### src/bttrk_pkg.sv
// shared types and constants of the branch trace call stack tracker
package bttrk_pkg;

    localparam int APB_AW = 3;

    localparam logic REG_FOLLOW = 1'b0;
    localparam logic REG_WINDOW = 1'b1;

    localparam logic [3:0] WINDOW_RST = 4'd5;

    localparam logic [2:0] K_INR  = 3'd0;
    localparam logic [2:0] K_CALL = 3'd1;
    localparam logic [2:0] K_RET  = 3'd2;
    localparam logic [2:0] K_OOR  = 3'd3;
    localparam logic [2:0] K_INL  = 3'd4;
    localparam logic [2:0] K_OVF  = 3'd5;

    typedef struct packed {
        logic       ld_in;
        logic       push;
        logic       srch_init;
        logic       srch_dec;
        logic       pop_depth;
        logic       cur_zero;
        logic       cur_frame;
        logic       kind_we;
        logic [2:0] kind;
        logic       out_ld;
    } t_cmd;

    typedef struct packed {
        logic is_func;
        logic is_inl;
        logic follow;
        logic full;
        logic depth_zero;
        logic idx_zero;
        logic match;
        logic out_of_range;
        logic out_free;
    } t_sts;

endpackage

### src/bttrk_ctrl.sv
// controller state machine of the call stack tracker
module bttrk_ctrl
    import bttrk_pkg::*;
(
    input  logic i_clk,
    input  logic i_rst_n,
    input  logic i_in_valid,
    output logic o_in_ready,
    input  t_sts i_sts,
    output t_cmd o_cmd
);

    localparam logic [2:0] S_IDLE = 3'd0;
    localparam logic [2:0] S_DEC  = 3'd1;
    localparam logic [2:0] S_RD   = 3'd2;
    localparam logic [2:0] S_CMP  = 3'd3;
    localparam logic [2:0] S_LDF  = 3'd4;
    localparam logic [2:0] S_FIN  = 3'd5;

    logic [2:0] r_state;
    logic [2:0] n_state;

    always_ff @(posedge i_clk) begin
        if (!i_rst_n) begin
            r_state <= S_IDLE;
        end else begin
            r_state <= n_state;
        end
    end

    assign o_in_ready = (r_state == S_IDLE);

    always_comb begin
        n_state = r_state;
        o_cmd   = '0;
        case (r_state)
            S_IDLE: begin
                if (i_in_valid) begin
                    o_cmd.ld_in = 1'b1;
                    n_state     = S_DEC;
                end
            end
            S_DEC: begin
                if (i_sts.is_func) begin
                    o_cmd.kind_we = 1'b1;
                    n_state       = S_FIN;
                    if (i_sts.is_inl && !i_sts.follow) begin
                        o_cmd.kind = K_INL;
                    end else if (i_sts.full) begin
                        o_cmd.kind = K_OVF;
                    end else begin
                        o_cmd.kind = K_CALL;
                        o_cmd.push = 1'b1;
                    end
                end else if (i_sts.depth_zero) begin
                    o_cmd.kind_we = 1'b1;
                    o_cmd.kind    = K_INR;
                    n_state       = S_FIN;
                end else begin
                    o_cmd.srch_init = 1'b1;
                    n_state         = S_RD;
                end
            end
            S_RD: begin
                n_state = S_CMP;
            end
            S_CMP: begin
                if (i_sts.match) begin
                    o_cmd.pop_depth = 1'b1;
                    if (i_sts.idx_zero) begin
                        o_cmd.cur_zero = 1'b1;
                        o_cmd.kind_we  = 1'b1;
                        o_cmd.kind     = K_RET;
                        n_state        = S_FIN;
                    end else begin
                        n_state = S_LDF;
                    end
                end else if (i_sts.idx_zero) begin
                    o_cmd.kind_we = 1'b1;
                    o_cmd.kind    = i_sts.out_of_range ? K_OOR : K_INR;
                    n_state       = S_FIN;
                end else begin
                    o_cmd.srch_dec = 1'b1;
                    n_state        = S_RD;
                end
            end
            S_LDF: begin
                o_cmd.cur_frame = 1'b1;
                o_cmd.kind_we   = 1'b1;
                o_cmd.kind      = K_RET;
                n_state         = S_FIN;
            end
            S_FIN: begin
                if (i_sts.out_free) begin
                    o_cmd.out_ld = 1'b1;
                    n_state      = S_IDLE;
                end
            end
            default: begin
                n_state = S_IDLE;
            end
        endcase
    end

endmodule

### config.mk
export PLATFORM = sky130hd
export DESIGN_NAME = bttrk_ctrl
export DESIGN_NICKNAME = d
export VERILOG_FILES = /design/src/bttrk_pkg.sv /design/src/bttrk_ctrl.sv
export SDC_FILE = /design/constraint.sdc
export NUM_CORES = 1
export LEC_CHECK = 0
export ABC_AREA = 0
export BUFFER_PORTS_ARGS = -buffer_cell sky130_fd_sc_hd__buf_2
export CORE_AREA = 2 2 39 41
export CTS_BUF_LIST = sky130_fd_sc_hd__clkbuf_4
export DETAILED_ROUTE_END_ITERATION = 12
export DIE_AREA = 0 0 41 43
export PLACE_DENSITY = 0.55
export SLEW_MARGIN = 20
export SYNTH_ARGS = -nofsm -noshare
export SYNTH_HDL_FRONTEND = slang
export SYNTH_SLANG_ARGS = --single-unit
### constraint.sdc
create_clock -name i_clk -period 1.2 [get_ports i_clk]
set_input_delay 0.24 -clock i_clk [delete_from_list [all_inputs] [get_ports i_clk]]
set_output_delay 0.24 -clock i_clk [all_outputs]
set_load 0.005 [all_outputs]
==> key figures <==
Status
  • Outcome: complete, but fails checks
  • Failing checks: setup timing

Layout
  • Antenna diode count: 0
  • Largest Register: r_state
  • Multi-input logic area: 292.8 µm²
  • Final core utilization: 0.4846
  • Max reg flops: 3
  • Post-layout nets: 96
  • FILL cells: 140
  • Area grow syn2layout: 91.43%
  • Share of layout cells above drive strength 1: 0.6627
  • FF/Latch Area: 71.32 µm²
  • Regs by FF count: r_state: 3 flops

Synth
  • Async SR Flop Fraction: 0
  • Yosys warnings: 0
  • Flops & latches, synth: 3
  • Syn Inst Count: 45
  • Net count after synthesis: 57
  • Post-synthesis sequential area ratio: 0.1714
  • Synth unique cells: 28
  • Mapped Area: approximately 350 µm²
  • Syn Area/Cell: 7.785 µm²
  • Post-synth EDFFs: 0
  • Ys flop type: dfxtp_1

Placement
  • Placer Congestion: 0.7736
  • Post-DP HPWL: about 770 µm
  • Pre-CTS WS: -0.1744 ns
  • Port-buffer cells: 24

Clocking
  • H-tree depth: 1
  • Reg clk slew, reported paths: 0.05 ns
  • CTS tree: built
  • CTS buffer count: 3
  • Maximum clock insertion buffer count: 2
  • Clock net sink count: 3
  • Clk root buf: clkbuf_4
  • Clk_lat worst skew: about 0.25 ns

Floorplan
  • Site Rows: 14
  • Die height: 43 µm
  • Initial core utilization: 0.2532
  • Top-level I/O count: 25
  • Die W: 41 µm
  • Core area: 1384 µm²
  • Full die area: 1763 µm²

Critical path
  • Worst r2r src: r_state[1]$_SDFFE_PN0P_
  • Flop2flop setup slack: -0.06 ns
  • Worst-path cell chain: and2b_1 > nand3b_1 > nor3_2 > buf_2
  • Crit-path leading delay family: simple AND/OR/NAND/NOR gates
  • CP endpoint kind: output port
  • Crit Reg-Reg Endpoint: r_state[2]$_SDFFE_PN0P_
  • Critical-path maximum fanout: 5
  • Delay of the slowest critical-path stage: 0.35 ns
  • Worst Setup Start Kind: flop
  • Reg2Reg Depth: 5
  • Slowest CP cell: dfxtp_4
  • WP data required: around 0.96 ns
  • Crit Path Class: flop to output port
  • Worst EP arrival: between 1 and 1.5 ns
  • Critical path buffers and inverters: 1

Timing
  • Max Transition Viols Final: 0
  • Relative slew slack: 0.7648
  • Fin crit share: 1.276
  • Worst-margin pin slew: 0.3496 ns
  • Final min period: between 1.5 and 2 ns
  • Final hold viol count: 0
  • RSZ-0062 raised after global routing: yes
  • Setup Skew: around 0.010 ns
  • Fmax: between 600 and 700 MHz
  • Setup-failing EPs final: 14
  • PnR worst setup slack: -0.3312 ns

Pwr
  • Static Leak: ~0.34 nW
  • Design Power: 0.6430 mW
  • VDD IR-drop max: 417.8 µV
  • Cell Pwr Density: approximately 960 nW/µm²

Min path
  • WHS Path Cells: 2
  • Worst Hold Launch: i_rst_n
  • Tightest Hold Check Type: input pin to flop
  • Hold endpoint: r_state[2]$_SDFFE_PN0P_

Global route
  • GR Util All Layers: 0.1303
  • GR Overflow Total: 0
  • First-pass GRT wire length: approximately 1600 µm
  • Largest net degree at the start of global routing: 7
  • Initial antenna violation count: 0
  • Vias in the first global route: 420

Flow run
  • Max-Cap Viols: 0

Route
  • DR vias: 456
  • Routed len/inst: 10.87 µm
  • DRT Pass-1 Iters: 3
  • Post-route DRC: 0
  • Vias per std cell: 4.606
  • DR iter-0 viols: 7
  • Total wire length: approximately 1100 µm
  • Antenna Nets Post-Route: 0
where the power goes:
| part | internal, mW | switching, mW | total [mW] |
|---|---|---|---|
| Sequential | 0.113 | 0.0153 | 0.129 |
| Combinational | 0.175 | 0.118 | 0.293 |
| Clock | 0.148 | 0.0728 | 0.221 |
| Total | 0.437 | 0.206 | 0.643 |
final cells by class:
cell class | count | share of cell area
Timing Repair Buffer | 37 | 0.3657
Clock buffer | 4 | 0.04478
Tap cell | 16 | 0.02985
Sequential cell | 3 | 0.1063
Inverter | 3 | 0.01679
Multi-Input combinational cell | 36 | 0.4366
logic make-up after synthesis:
family                 synth area share
AND/OR/NAND/NOR                  0.4750
AO/OA/AOI/OAI                    0.2429
buffers and inverters            0.1107
flip-flops                       0.1714
stage by stage:
stage / setup TNS [ns] / area, µm² / cells / hold slack (ns)
finish: -2.972 / 670.6 / 99 / 0.2528
global route: -3.672 / 670.6 / 99 / 0.2547
CTS: -2.766 / 625.6 / 99 / 0.2409
detailed placement: -0.5369 / 538.0 / 91 / 0.4804
global placement: -0.4249 / 538.0 / 91 / 0.4714
floorplan: -0.01347 / 357.8 / 45 / 0.3576
repair_timing:
action,in CTS,in global routing
hold buffers,0,0
gates resized for setup,13,11
setup endpoints to repair,14,16
setup buffers,4,3
pin swaps,11,8
cell usage in the layout (no fill, tap or decap):
master    synthesis  final
or2b_4            0      1
buf_6             2      6
and2_1            2      1
and3_1            1      1
nor3b_1           1      1
or3b_4            1      1
nor2_1            6      5
and2b_1           1      1
a21oi_2           0      1
and2_4            0      1
nor3_1            3      1
nor2b_1           2      2
clkbuf_4          0      4
a21o_1            1      1
buf_4             0      9
nor3_2            1      1
o21ai_0           3      1
nor3_4            0      2
nand2_1           1      1
a22oi_1           1      1
inv_2             0      1
o21a_1            1      1
buf_2             1     22
inv_1             3      2
dfxtp_4           0      3
and4b_1           1      1
nand4b_1          1      1
a21boi_1          0      1
nand3b_1          2      2
nor4_1            1      1
or3b_1            1      1
nor2_2            0      1
o311ai_4          1      1
o32ai_2           0      1
o21ai_1           0      2
worst max path at each step:
stage | endpoint | cells after the start | startpoint | slack [ns]
finish | o_cmd[10] | 4 | r_state[2]$_SDFFE_PN0P_ | -0.33
global route | o_cmd[10] | 4 | r_state[2]$_SDFFE_PN0P_ | -0.40
CTS | o_cmd[10] | 4 | r_state[2]$_SDFFE_PN0P_ | -0.31
detailed placement | o_cmd[4] | 3 | r_state[0]$_SDFFE_PN0P_ | -0.17
global placement | o_cmd[4] | 3 | r_state[0]$_SDFFE_PN0P_ | -0.15
floorplan | o_cmd[10] | 4 | r_state[2]$_SDFFE_PN0P_ | -0.01
cells in the mapped netlist, types with 2 or more instances:
cell type | n | share of area
nor3_1 | 3 | 0.043
buf_6 | 2 | 0.064
o21ai_0 | 3 | 0.043
and2_1 | 2 | 0.036
nand3b_1 | 2 | 0.043
dfxtp_1 | 3 | 0.17
nor2b_1 | 2 | 0.036
inv_1 | 3 | 0.032
nor2_1 | 6 | 0.064
metal layers:
metal | routed length, µm | up-vias | track usage
met2 | 556 | 16 | 0.2313
met1 | 445 | 199 | 0.1374
met5 | 0 | - | 0
met4 | 21 | 0 | 0.08000
met3 | 53 | 2 | 0.005236
li1 | - | 239 | -
worst reg2reg max path, cell delays in order (launching register included):
cell and delay, ns:
dfxtp_4 0.35, buf_6 0.13, buf_6 0.11, or3b_1 0.34
a21boi_1 0.13, o21a_1 0.14
Power figures use the tool's default switching activity.
